<file path="src/rtl/cie_pkg.sv">
// Shared types, operation and result codes, and position arithmetic for the
// CIGAR interval extractor. No dependencies.

package cie_pkg;

	// Largest reference or query position; positions saturate here
	localparam logic [30:0] POS_MAX = 31'h7FFF_FFFF;

	// Reset value of the minimum splice flank register
	localparam logic [27:0] MIN_FLANK_RST = 28'd3;

	// Operation codes
	localparam logic [3:0] OP_M  = 4'd0;
	localparam logic [3:0] OP_I  = 4'd1;
	localparam logic [3:0] OP_D  = 4'd2;
	localparam logic [3:0] OP_N  = 4'd3;
	localparam logic [3:0] OP_S  = 4'd4;
	localparam logic [3:0] OP_EQ = 4'd7;
	localparam logic [3:0] OP_X  = 4'd8;

	// Result kinds
	localparam logic [2:0] KIND_MATCH  = 3'd0;
	localparam logic [2:0] KIND_INS    = 3'd1;
	localparam logic [2:0] KIND_DEL    = 3'd2;
	localparam logic [2:0] KIND_SPLICE = 3'd3;
	localparam logic [2:0] KIND_SUMM   = 3'd4;

	// Most results one operation can cause
	localparam int MAX_RES = 3;

	// One input operation
	typedef struct packed {
		logic [3:0]  code;
		logic [27:0] length;
		logic [30:0] align_start;
		logic        last_op;
	} op_t;

	// One result
	typedef struct packed {
		logic [2:0]  kind;
		logic [31:0] start;
		logic [30:0] stop;
		logic [30:0] qlen;
		logic        last;
	} res_t;

	// All results of one operation, packed from slot 0
	typedef struct packed {
		res_t [MAX_RES-1:0] slot;
		logic [1:0]         cnt;
	} step_t;

	// Saturating position add
	function automatic logic [30:0] sat_add(input logic [30:0] a, input logic [27:0] b);
		logic [31:0] s;
		s = {1'b0, a} + {4'b0, b};
		return s[31] ? POS_MAX : s[30:0];
	endfunction

	function automatic logic eats_ref(input logic [3:0] c);
		return c inside {OP_M, OP_D, OP_N, OP_EQ, OP_X};
	endfunction

	function automatic logic eats_query(input logic [3:0] c);
		return c inside {OP_M, OP_I, OP_S, OP_EQ, OP_X};
	endfunction

endpackage

</file>
<file path="src/rtl/cigar_interval_extractor.sv">
// Top level of the CIGAR interval extractor: input register, minimum flank
// register, record walker and result bank. Depends on cie_pkg, cie_step,
// cie_result_buf.
//
// Usage:
//   Operation channel (op_valid/op_stall): one CIGAR operation per transfer;
//   alignment_start is read on the first operation of a record, last_op ends
//   the record.
//   Result channel (res_valid/res_stall): one interval per transfer; last is
//   high on the final result caused by an operation. An operation gives zero
//   to three results (splice, its own interval, record summary).
//   Configuration channel (cfg_valid/cfg_ready): writes min_flank; always
//   ready; the user writes it only while the block is idle (not enforced).
// Path: an accepted operation passes the input register and then the
//   result bank before its first result is offered for transfer.
// Throughput: one operation per cycle while each gives at most one result and
//   the receiver does not stall; otherwise one result per cycle, set by the
//   single result port draining the bank. Result-less operations pass too.
// Reset: clears the record state and empties both registers; min_flank
//   returns to 3. When the receiver stalls, results hold, the bank fills,
//   and op_stall rises once the input register is also occupied.

module cigar_interval_extractor (
	input  logic        clk,
	input  logic        arst_n,
	// operation channel
	input  logic        op_valid,
	output logic        op_stall,
	input  logic [3:0]  op_code,
	input  logic [27:0] op_length,
	input  logic [30:0] alignment_start,
	input  logic        last_op,
	// result channel
	output logic        res_valid,
	input  logic        res_stall,
	output logic [2:0]  kind,
	output logic [31:0] interval_start,
	output logic [30:0] interval_end,
	output logic [30:0] query_length,
	output logic        last,
	// configuration channel
	input  logic        cfg_valid,
	output logic        cfg_ready,
	input  logic [27:0] min_flank
);
	import cie_pkg::*;

	logic        valid_s1;
	op_t         op_s1;
	logic [27:0] min_flank_q;
	logic        advance;
	step_t       step;
	res_t        res;

	// Input register takes a new operation when empty or moving on
	assign op_stall = valid_s1 && !advance;

	always_ff @(posedge clk or negedge arst_n) begin
		if (!arst_n) begin
			valid_s1 <= 1'b0;
		end else if (!op_stall) begin
			valid_s1 <= op_valid;
		end
	end

	always_ff @(posedge clk) begin
		if (op_valid && !op_stall) begin
			op_s1.code        <= op_code;
			op_s1.length      <= op_length;
			op_s1.align_start <= alignment_start;
			op_s1.last_op     <= last_op;
		end
	end

	// Minimum flank register
	assign cfg_ready = 1'b1;

	always_ff @(posedge clk or negedge arst_n) begin
		if (!arst_n) begin
			min_flank_q <= MIN_FLANK_RST;
		end else if (cfg_valid && cfg_ready) begin
			min_flank_q <= min_flank;
		end
	end

	cie_step u_step (
		.clk       (clk),
		.arst_n    (arst_n),
		.advance   (advance),
		.op        (op_s1),
		.min_flank (min_flank_q),
		.step      (step)
	);

	cie_result_buf u_result_buf (
		.clk       (clk),
		.arst_n    (arst_n),
		.in_valid  (valid_s1),
		.step      (step),
		.advance   (advance),
		.res_valid (res_valid),
		.res_stall (res_stall),
		.res       (res)
	);

	// Result fields
	assign kind           = res.kind;
	assign interval_start = res.start;
	assign interval_end   = res.stop;
	assign query_length   = res.qlen;
	assign last           = res.last;

endmodule

</file>
<file path="src/rtl/cie_step.sv">
// Record walker: holds the per-record position state and computes every
// result of the operation in the input register. Depends on cie_pkg.

module cie_step (
	input  logic           clk,
	input  logic           arst_n,
	input  logic           advance,
	input  cie_pkg::op_t   op,
	input  logic [27:0]    min_flank,
	output cie_pkg::step_t step
);
	import cie_pkg::*;

	logic [30:0] ref_pos_q;
	logic [30:0] query_cnt_q;
	logic [30:0] record_start_q;
	logic [3:0]  prev_code_q;
	logic [27:0] prev_length_q;
	logic [3:0]  prev2_code_q;
	logic [27:0] prev2_length_q;
	logic [1:0]  ops_seen_q;

	logic        first;
	logic [30:0] pos_in;
	logic [30:0] after;
	logic [30:0] rec_start;
	logic [30:0] qbase;
	logic [30:0] qnext;
	logic        splice;
	logic        has_own;
	res_t        r_spl;
	res_t        r_own;
	res_t        r_sum;

	// Positions before and after this operation
	assign first     = (ops_seen_q == 2'd0);
	assign pos_in    = first ? op.align_start : ref_pos_q;
	assign rec_start = first ? op.align_start : record_start_q;
	assign qbase     = first ? '0 : query_cnt_q;
	assign after     = eats_ref(op.code) ? sat_add(pos_in, op.length) : pos_in;
	assign qnext     = eats_query(op.code) ? sat_add(qbase, op.length) : qbase;

	// Skip flanked by two long enough matches, decided on the second match
	assign splice = (ops_seen_q == 2'd2) && (prev_code_q == OP_N) &&
	                (prev2_code_q == OP_M) && (op.code == OP_M) &&
	                (prev2_length_q >= min_flank) && (op.length >= min_flank);

	assign has_own = (op.code == OP_M) || (op.code == OP_D) || (op.code == OP_I);

	// Candidate results
	always_comb begin
		r_spl       = '0;
		r_spl.kind  = KIND_SPLICE;
		r_spl.start = {1'b0, pos_in} - {4'b0, prev_length_q};
		r_spl.stop  = pos_in;

		r_own = '0;
		case (op.code)
			OP_M: begin
				r_own.kind  = KIND_MATCH;
				r_own.start = {1'b0, pos_in};
				r_own.stop  = after;
			end
			OP_D: begin
				r_own.kind  = KIND_DEL;
				r_own.start = {1'b0, pos_in};
				r_own.stop  = after;
			end
			OP_I: begin
				// two-base window around the position; -1 at position zero
				r_own.kind  = KIND_INS;
				r_own.start = {1'b0, pos_in} - 32'd1;
				r_own.stop  = sat_add(pos_in, 28'd1);
			end
			default: r_own = '0;
		endcase

		r_sum       = '0;
		r_sum.kind  = KIND_SUMM;
		r_sum.start = {1'b0, rec_start};
		r_sum.stop  = after;
		r_sum.qlen  = qnext;
	end

	// Pack results in order: splice, own interval, summary
	always_comb begin
		logic [1:0] n;
		n    = 2'd0;
		step = '0;
		if (splice) begin
			step.slot[n] = r_spl;
			n = n + 2'd1;
		end
		if (has_own) begin
			step.slot[n] = r_own;
			n = n + 2'd1;
		end
		if (op.last_op) begin
			step.slot[n] = r_sum;
			n = n + 2'd1;
		end
		if (n != 2'd0) begin
			step.slot[n - 2'd1].last = 1'b1;
		end
		step.cnt = n;
	end

	// State update when the operation moves on
	always_ff @(posedge clk or negedge arst_n) begin
		if (!arst_n) begin
			ref_pos_q      <= '0;
			query_cnt_q    <= '0;
			record_start_q <= '0;
			prev_code_q    <= '0;
			prev_length_q  <= '0;
			prev2_code_q   <= '0;
			prev2_length_q <= '0;
			ops_seen_q     <= '0;
		end else if (advance) begin
			ref_pos_q      <= after;
			query_cnt_q    <= qnext;
			record_start_q <= rec_start;
			prev2_code_q   <= prev_code_q;
			prev2_length_q <= prev_length_q;
			prev_code_q    <= op.code;
			prev_length_q  <= op.length;
			if (op.last_op) begin
				ops_seen_q <= 2'd0;
			end else if (ops_seen_q != 2'd2) begin
				ops_seen_q <= ops_seen_q + 2'd1;
			end
		end
	end

endmodule

</file>
<file path="src/rtl/cie_result_buf.sv">
// Result register bank: holds the up to three results of one operation and
// hands them out one transfer at a time. Depends on cie_pkg.

module cie_result_buf (
	input  logic           clk,
	input  logic           arst_n,
	input  logic           in_valid,
	input  cie_pkg::step_t step,
	output logic           advance,
	output logic           res_valid,
	input  logic           res_stall,
	output cie_pkg::res_t  res
);
	import cie_pkg::*;

	res_t [MAX_RES-1:0] bank_s2;
	logic [1:0]         cnt_q;
	logic [1:0]         idx_q;
	logic               xfer;
	logic               final_xfer;
	logic               free;

	// Bank can reload when empty or when its final result leaves now
	assign res_valid  = (cnt_q != 2'd0);
	assign xfer       = res_valid && !res_stall;
	assign final_xfer = xfer && (idx_q == cnt_q - 2'd1);
	assign free       = !res_valid || final_xfer;
	assign advance    = free && in_valid;
	assign res        = bank_s2[idx_q];

	// Count and read pointer
	always_ff @(posedge clk or negedge arst_n) begin
		if (!arst_n) begin
			cnt_q <= '0;
			idx_q <= '0;
		end else if (free) begin
			cnt_q <= in_valid ? step.cnt : 2'd0;
			idx_q <= '0;
		end else if (xfer) begin
			idx_q <= idx_q + 2'd1;
		end
	end

	// Result payload
	always_ff @(posedge clk) begin
		if (free) begin
			bank_s2 <= step.slot;
		end
	end

	// Pointer stays inside the loaded results
	a_idx_range: assert property (@(posedge clk) disable iff (!arst_n)
		res_valid |-> idx_q < cnt_q)
		else $error("result pointer past result count");

	// last flag marks exactly the final result of an operation
	a_last_flag: assert property (@(posedge clk) disable iff (!arst_n)
		res_valid |-> (res.last == (idx_q == cnt_q - 2'd1)))
		else $error("last flag does not match final result");

	// A non-final transfer is followed by the next result of the same operation
	a_next_res: assert property (@(posedge clk) disable iff (!arst_n)
		(xfer && !final_xfer) |=> (res_valid && idx_q == $past(idx_q) + 2'd1))
		else $error("result dropped inside an operation");

	// No operation moves on while results are still pending
	a_no_overrun: assert property (@(posedge clk) disable iff (!arst_n)
		(res_valid && !final_xfer) |-> !advance)
		else $error("bank reloaded with results pending");

endmodule
</file>
<file path="config.mk">
export PLATFORM = sky130hd
export DESIGN_NAME = cigar_interval_extractor
export DESIGN_NICKNAME = d
export VERILOG_FILES = /design/src/rtl/cie_pkg.sv /design/src/rtl/cigar_interval_extractor.sv /design/src/rtl/cie_step.sv /design/src/rtl/cie_result_buf.sv
export SDC_FILE = /design/constraint.sdc
export NUM_CORES = 1
export LEC_CHECK = 0
export BUFFER_PORTS_ARGS = -buffer_cell sky130_fd_sc_hd__buf_2
export CORE_ASPECT_RATIO = 1.5
export CORE_UTILIZATION = 33
export CTS_BUF_LIST = sky130_fd_sc_hd__clkbuf_8
export CTS_CLUSTER_DIAMETER = 40
export DETAILED_ROUTE_END_ITERATION = 12
export HOLD_SLACK_MARGIN = 0.03
export MAX_ROUTING_LAYER = met4
export PLACE_DENSITY = 0.5
export SYNTH_ARGS = -nofsm -noshare
export SYNTH_HDL_FRONTEND = slang
export SYNTH_SLANG_ARGS = --single-unit
</file>
<file path="constraint.sdc">
create_clock -name clk -period 9.4 [get_ports clk]
set_input_delay 0.94 -clock clk [delete_from_list [all_inputs] [get_ports clk]]
set_output_delay 0.94 -clock clk [all_outputs]
set_load 0.01 [all_outputs]
</file>
==> results.py, run 1 <==
metrics = {
    "logic_synthesis": {
        "synth-async-reset-ratio_pct": 35.1,
        "synth_edf_count": 355,
        "yosys_register_bits": 547,
        "netlist_area_mm2": 0.0324,
        "synth.distinct_cells": 101,
        "synth_commonest_cells": "nand2_1, o21ai_0, edfxtp_1",
        "yosysMostFrequentCell": "nand2_1",
        "yosys_warnings": 0,
        "postSynthAreaPerCell_um2": 9.57,
        "synth_top_area_share_pct": 32.9,
        "synth-main-ff-cell": "edfxtp_1",
        "ys_seq_area_share_pct": 47.7,
        "synthCells": 3391,
        "synth_top_area_cell": "edfxtp_1",
        "synthTopCellsByArea": "edfxtp_1, dfrtp_1, o21ai_0, ha_1, nand2_1",
    },
    "pwr": {
        "total_leakage_power_uw": 0.0149,
        "powerDensity_mw_per_mm2": 406,
        "ir_drop_mv": 0.229,
    },
    "sta": {
        "setup_viol": 0,
        "slew_headroom_pct": 17.8,
        "post-route-period-util_pct": 67.2,
        "worstMarginPinSlew_ps": 1220,
        "grt_setup_unrepaired": "false",
        "hold_viol": 0,
        "timing.fmax_ghz": 0.158,
        "setup_tns_ps": 0,
        "fin_worst_skew_ps": 67.9,
        "fin_crit_ps": 6310,
        "slew_viol_final": 0,
        "whs_ps": 268,
        "fin_ws_ps": 3090,
    },
    "min_path": {
        "hold_class": "in -> async",
    },
    "placement": {
        "dp_cells": 4732,
        "detailedPlace.worstSlack_ps": 3320,
        "port_buffers": 196,
        "place_hpwl_um": 84000,
        "gp_congestion": 0.962,
    },
    "route": {
        "drtIter0Drc": 2102,
        "route.vias.total": 26700,
        "drc_errors": 0,
        "wl_per_cell_um": 23.9,
        "wl_um": 118000,
        "drt_first_pass_iters": 6,
        "viasPerCell": 5.41,
        "detail-route-antenna-nets": 0,
    },
    "grt": {
        "antenna_found_initial": 3,
        "grt_pass1_wl_um": 174000,
        "grt_use_met2_pct": 39.5,
        "grt_pass1_vias": 26300,
        "grt_max_degree": 172,
        "busiest_layer": "met2",
        "grtUsageTotal_pct": 24.3,
        "grtUsageMet3_pct": 3.29,
        "use_met1_pct": 29.7,
        "grt-ovfl-total": 0,
    },
    "job": {
        "cap_violations": 0,
    },
    "cts": {
        "clk_latency_ps": 840,
        "cts_resized": 0,
        "clkSinkCount": 547,
        "hold_buffers": 0,
        "cts_tree": "done",
        "h-tree-depth": 3,
        "cts_made_buffers": 104,
        "clkTransAtPathRegs_ps": 60,
        "cts_max_path_buffers": 3,
        "post_cts_buffers": 0,
        "cts_root_buf": "clkbuf_8",
    },
    "critical_path": {
        "cp-start-kind": "register",
        "path_max_fanout": 93,
        "crit_required_ps": 9920,
        "worstPathArrival_ps": 6830,
        "crit_type": "reg -> reg",
        "critPathCaptureType": "register",
    },
    "floorplan": {
        "die_y_um": 386,
        "die_area_mm2": 0.0996,
        "design.core.area_mm2": 0.0972,
        "initial_utilization_pct": 33.4,
        "die_w_um": 258,
        "io_pins": 198,
        "fp-row-count": 140,
    },
    "final_layout": {
        "drive_gt1_share_pct": 13.9,
        "nNetsFinal": 3810,
        "nFillCells": 9781,
        "area_growth_pct": 14.1,
        "instances_no_fill": 4933,
    },
    "outcome": {
        "outcome": "finished clean",
    },
}
[final timing paths]
check / end / start / slack [ps] / depth (start not counted)
max: u_result_buf.bank_s2[147]$_DFFE_PP_ / u_step.ops_seen_q[0]$_DFFE_PN0P_ / 3090 / 16
min: u_step.prev2_length_q[22]$_DFFE_PN0P_ / arst_n / 270 / 1
max reg2reg: u_result_buf.bank_s2[147]$_DFFE_PP_ / u_step.ops_seen_q[0]$_DFFE_PN0P_ / 3090 / 16
min reg2reg: u_step.query_cnt_q[10]$_DFFE_PN0P_ / u_step.query_cnt_q[10]$_DFFE_PN0P_ / 470 / 2
max in group asynchronous: u_result_buf.idx_q[1]$_DFFE_PN0P_ / arst_n / 7490 / 2
min in group clk: op_s1[7]$_DFFE_PP_ / alignment_start[6] / 280 / 1
[stage by stage]
step	power (µW)	area, µm²	utilization [%]
6_report	15000	37000	38.1
5_1_grt	16000	37000	38.1
4_1_cts	15000	37000	38.1
3_5_place_dp	12400	34800	35.7
3_3_place_gp	12400	34800	35.7
2_1_floorplan	9690	32500	-
[where the power goes]
group | switching [µW] | internal (µW) | leakage (µW)
Clock | 1170 | 1370 | 0.00126
Combinational | 5440 | 2600 | 0.00760
Sequential | 517 | 3920 | 0.00607
[worst max-delay path, cell delays in order (launching register included)]
cell	delay (ps)
dfrtp_1	360
inv_1	130
ha_4	580
buf_12	450
mux2i_1	760
clkinv_1	560
ha_1	520
nand2_1	170
nor2_1	100
nand2_1	70
a21oi_1	70
a41o_1	200
buf_4	210
nor3_1	750
nand2_1	340
o21ai_0	330
o22ai_1	190
[placed cells by master, fill, tap and decap left out, types with 109 or more instances in the layout]
| cell | count |
|---|---|
| nand2_1 | 487 |
| o21ai_0 | 420 |
| ha_1 | 149 |
| buf_2 | 195 |
| a21oi_1 | 175 |
| dfrtp_1 | 188 |
| edfxtp_1 | 355 |
| nor2_1 | 309 |
| inv_1 | 149 |
| clkbuf_8 | 109 |
| mux2i_1 | 156 |
[per-layer routing]
layer	up-vias	share of wire [%]
met3	269	5.4
met1	12900	42
met2	906	48
met5	-	0
met4	0	5.0
li1	12700	-
[cell type report]
| cell class | instances | area [µm²] | share of cell area, % |
|---|---|---|---|
| repair buffers | 247 | 1390 | 3.74 |
| flip-flops and latches | 547 | 15500 | 41.8 |
| clock buffers | 108 | 1490 | 4.02 |
| diodes | 3 | 7.51 | 0.0203 |
| inverters | 124 | 478 | 1.29 |
| multi-input cells | 2536 | 15800 | 42.7 |
| well taps | 1278 | 1600 | 4.32 |
| clock inverters | 90 | 759 | 2.05 |
[sequential cells by signal (all words and copies together) (netlist names)]
| signal | cells |
|---|---|
| min_flank_q | 28 |
| u_step.record_start_q | 31 |
| u_step.ops_seen_q | 2 |
| valid_s1 | 1 |
| u_step.prev_length_q | 28 |
| u_step.ref_pos_q | 31 |
| u_step.query_cnt_q | 31 |
| u_result_buf.idx_q | 2 |
| u_step.prev_code_q | 4 |
| u_step.prev2_code_q | 4 |
| op_s1 | 64 |
| u_step.prev2_length_q | 28 |
| u_result_buf.cnt_q | 2 |
| u_result_buf.bank_s2 | 291 |
[logic make-up (layout without fill, tap and decap cells)]
| kind of cell | after synthesis | count (layout) | synth area share, % |
|---|---|---|---|
| simple gates | 1164 | 1164 | 16.5 |
| compound gates | 935 | 935 | 17.3 |
| flops | 547 | 547 | 47.7 |
| buf+inv | 310 | 569 | 3.89 |
| mux | 191 | 191 | 6.21 |
| fa+ha+maj | 153 | 153 | 5.97 |
| xor+xnor | 89 | 89 | 2.40 |
| other cells | 2 | 7 | 0.0231 |
Power figures use the tool's default switching activity.
==> run 2, diff against run 1 <==
==> constraint.sdc (replaced) <==
create_clock -name clk -period 5.2 [get_ports clk]
set_input_delay 0.52 -clock clk [delete_from_list [all_inputs] [get_ports clk]]
set_output_delay 0.52 -clock clk [all_outputs]
set_load 0.01 [all_outputs]
==> run 2 against run 1 <==
  * Combinational power rose by 93%
  * Final cell count rose by 4.1%
  * Global-route usage rose by 0.22 points
  * Via count rose by 2.7%
  * Critical path depth fell by 1
  * Register-to-register slack got worse by 2700 ps
  * Critical endpoint is now u_result_buf.bank_s2[61]$_DFFE_PP_
  * Largest cell class unchanged
==> results.py, run 2 (synthesis results as in run 1) <==
metrics = {
    "outcome": {
        "outcome": "finished clean",
    },
    "floorplan": {
        "die_area_mm2": 0.0996,
        "fp-row-count": 140,
        "die_w_um": 258,
        "io_pins": 198,
        "design.core.area_mm2": 0.0972,
        "die_y_um": 386,
        "initial_utilization_pct": 33.4,
    },
    "route": {
        "wl_met2_um": 57100,
        "drc_errors": 0,
        "route.vias.total": 27400,
        "viasPerCell": 5.34,
        "drtIter0Drc": 2250,
        "wl_met3_um": 5920,
        "wl_um": 120000,
        "detail-route-antenna-nets": 0,
        "wl_per_cell_um": 23.3,
        "dr.max_layer_used": "met4",
        "routedLengthMet1_um": 50900,
        "drt_first_pass_iters": 6,
    },
    "sta": {
        "fin_worst_skew_ps": 94.8,
        "fin_crit_ps": 4820,
        "slew_headroom_pct": 18.3,
        "post-route-period-util_pct": 92.7,
        "hold_viol": 0,
        "fin_ws_ps": 378,
        "timing.fmax_ghz": 0.207,
        "slew_viol_final": 0,
        "setup_tns_ps": 0,
        "grt_setup_unrepaired": "false",
        "setup_viol": 0,
        "worstMarginPinSlew_ps": 1220,
    },
    "final_layout": {
        "layout_common_cells": "nand2_1, o21ai_0, edfxtp_1",
        "drive_gt1_share_pct": 16.4,
        "top_regs": "u_result_buf.bank_s2 (291), op_s1 (64)",
        "area_growth_pct": 20.4,
        "nFillCells": 9718,
        "nNetsFinal": 4014,
        "regMostFlops": "u_result_buf.bank_s2",
        "final_common_cell": "nand2_1",
        "largest_register_ffs": 291,
        "stdcell_area_mm2": 0.0391,
        "instances_no_fill": 5134,
    },
    "critical_path": {
        "path_max_fanout": 16,
        "cp_common_cell": "o21ai_0",
        "crit_type": "reg -> reg",
        "crit_slowest_cell": "ha_1",
        "r2r_cells": 15,
        "rr_startpoint": "u_step.ops_seen_q[0]$_DFFE_PN0P_",
        "worstPathArrival_ps": 5240,
        "critPathTopFamily": "compound AO/OA/AOI/OAI gates",
        "cp-start-kind": "register",
        "cp_cell_sequence": "inv_1 > ha_4 > buf_12 > buf_12 > mux2i_4 > clkinv_1 > ha_1 > nand4_1 > a2111oi_0 > o21ai_0 > a211oi_1 > o21a_1 > o21ai_0 > o21ai_0 > o221ai_1",
        "r2r_slack_ps": 380,
        "crit_required_ps": 5620,
        "crit_buf_inv": 4,
        "critPathCaptureType": "register",
        "cp_slowest_stage_delay_ps": 480,
        "r2r_end": "u_result_buf.bank_s2[61]$_DFFE_PP_",
    },
    "cts": {
        "clkTransAtPathRegs_ps": 60,
        "cts_tree": "done",
        "clk_latency_ps": 840,
        "cts_made_buffers": 104,
        "h-tree-depth": 3,
        "cts_root_buf": "clkbuf_8",
        "cts_max_path_buffers": 3,
        "clkSinkCount": 547,
    },
    "placement": {
        "port_buffers": 196,
        "detailedPlace.worstSlack_ps": 195,
        "gp_congestion": 0.965,
        "place_hpwl_um": 86500,
        "dp_cells": 4840,
        "postPlaceCellArea_mm2": 0.0356,
    },
    "grt": {
        "antenna_found_initial": 4,
        "grt_pass1_vias": 26800,
        "grt_pass1_wl_um": 176000,
        "grtUsageTotal_pct": 24.5,
        "grt-ovfl-total": 0,
        "grt_max_degree": 105,
    },
    "job": {
        "cap_violations": 0,
    },
    "pwr": {
        "total_power_uw": 28400,
        "powerDensity_mw_per_mm2": 727,
        "total_leakage_power_uw": 0.0159,
        "ir_drop_mv": 0.322,
    },
    "min_path": {
        "hold_class": "in -> async",
    },
}
[run 2: layout make-up]
| class | instances | area, µm² | area share, % |
|---|---|---|---|
| diodes | 2 | 5.00 | 0.0128 |
| clock buffers | 118 | 1620 | 4.16 |
| clock inverters | 78 | 810 | 2.07 |
| inverters | 124 | 478 | 1.22 |
| multi-input cells | 2536 | 15800 | 40.5 |
| flip-flops and latches | 547 | 15500 | 39.6 |
| well taps | 1278 | 1600 | 4.09 |
| repair buffers | 451 | 3250 | 8.31 |
[run 2: what timing repair did]
action / 4_1_cts / 5_1_grt
setup endpoints to repair: 0 / 5
setup buffers: 0 / 1
resized for setup: 0 / 3
hold buffers: 95 / 0
hold endpoints to repair: 163 / 0
[run 2: report_power, final]
part	switching [µW]	internal (µW)	total, µW
sequential	941	7070	8010
clock	2130	2790	4930
combinational	10000	5440	15500
[run 2: per-layer routing]
metal | GRT usage (%) | up-vias
li1 | - | 13100
met4 | 11.4 | 0
met3 | 3.55 | 243
met1 | 30.0 | 13200
met2 | 39.9 | 943
met5 | - | -
[run 2: worst max-delay path by stage]
stage / to / slack, ps / cells after the start / from
detailed placement: u_result_buf.bank_s2[31]$_SDFFCE_PN0P_ / 190 / 17 / u_step.ops_seen_q[1]$_DFFE_PN0P_
global route: u_result_buf.bank_s2[61]$_DFFE_PP_ / 90 / 15 / u_step.ops_seen_q[1]$_DFFE_PN0P_
CTS: u_result_buf.bank_s2[31]$_SDFFCE_PN0P_ / 190 / 17 / u_step.ops_seen_q[1]$_DFFE_PN0P_
floorplan: u_result_buf.bank_s2[129]$_SDFFCE_PN0P_ / 610 / 22 / u_step.ops_seen_q[1]$_DFFE_PN0P_
global placement: u_result_buf.bank_s2[31]$_SDFFCE_PN0P_ / 190 / 17 / u_step.ops_seen_q[1]$_DFFE_PN0P_
finish: u_result_buf.bank_s2[61]$_DFFE_PP_ / 380 / 15 / u_step.ops_seen_q[0]$_DFFE_PN0P_
[run 2: per-stage QoR]
step                      hold slack [ps]  utilization (%)
after floorplan                       224                -
after global placement                455             36.7
after detailed placement              458             36.7
after CTS                             237             40.1
after global routing                  304             40.2
final                                 293             40.2
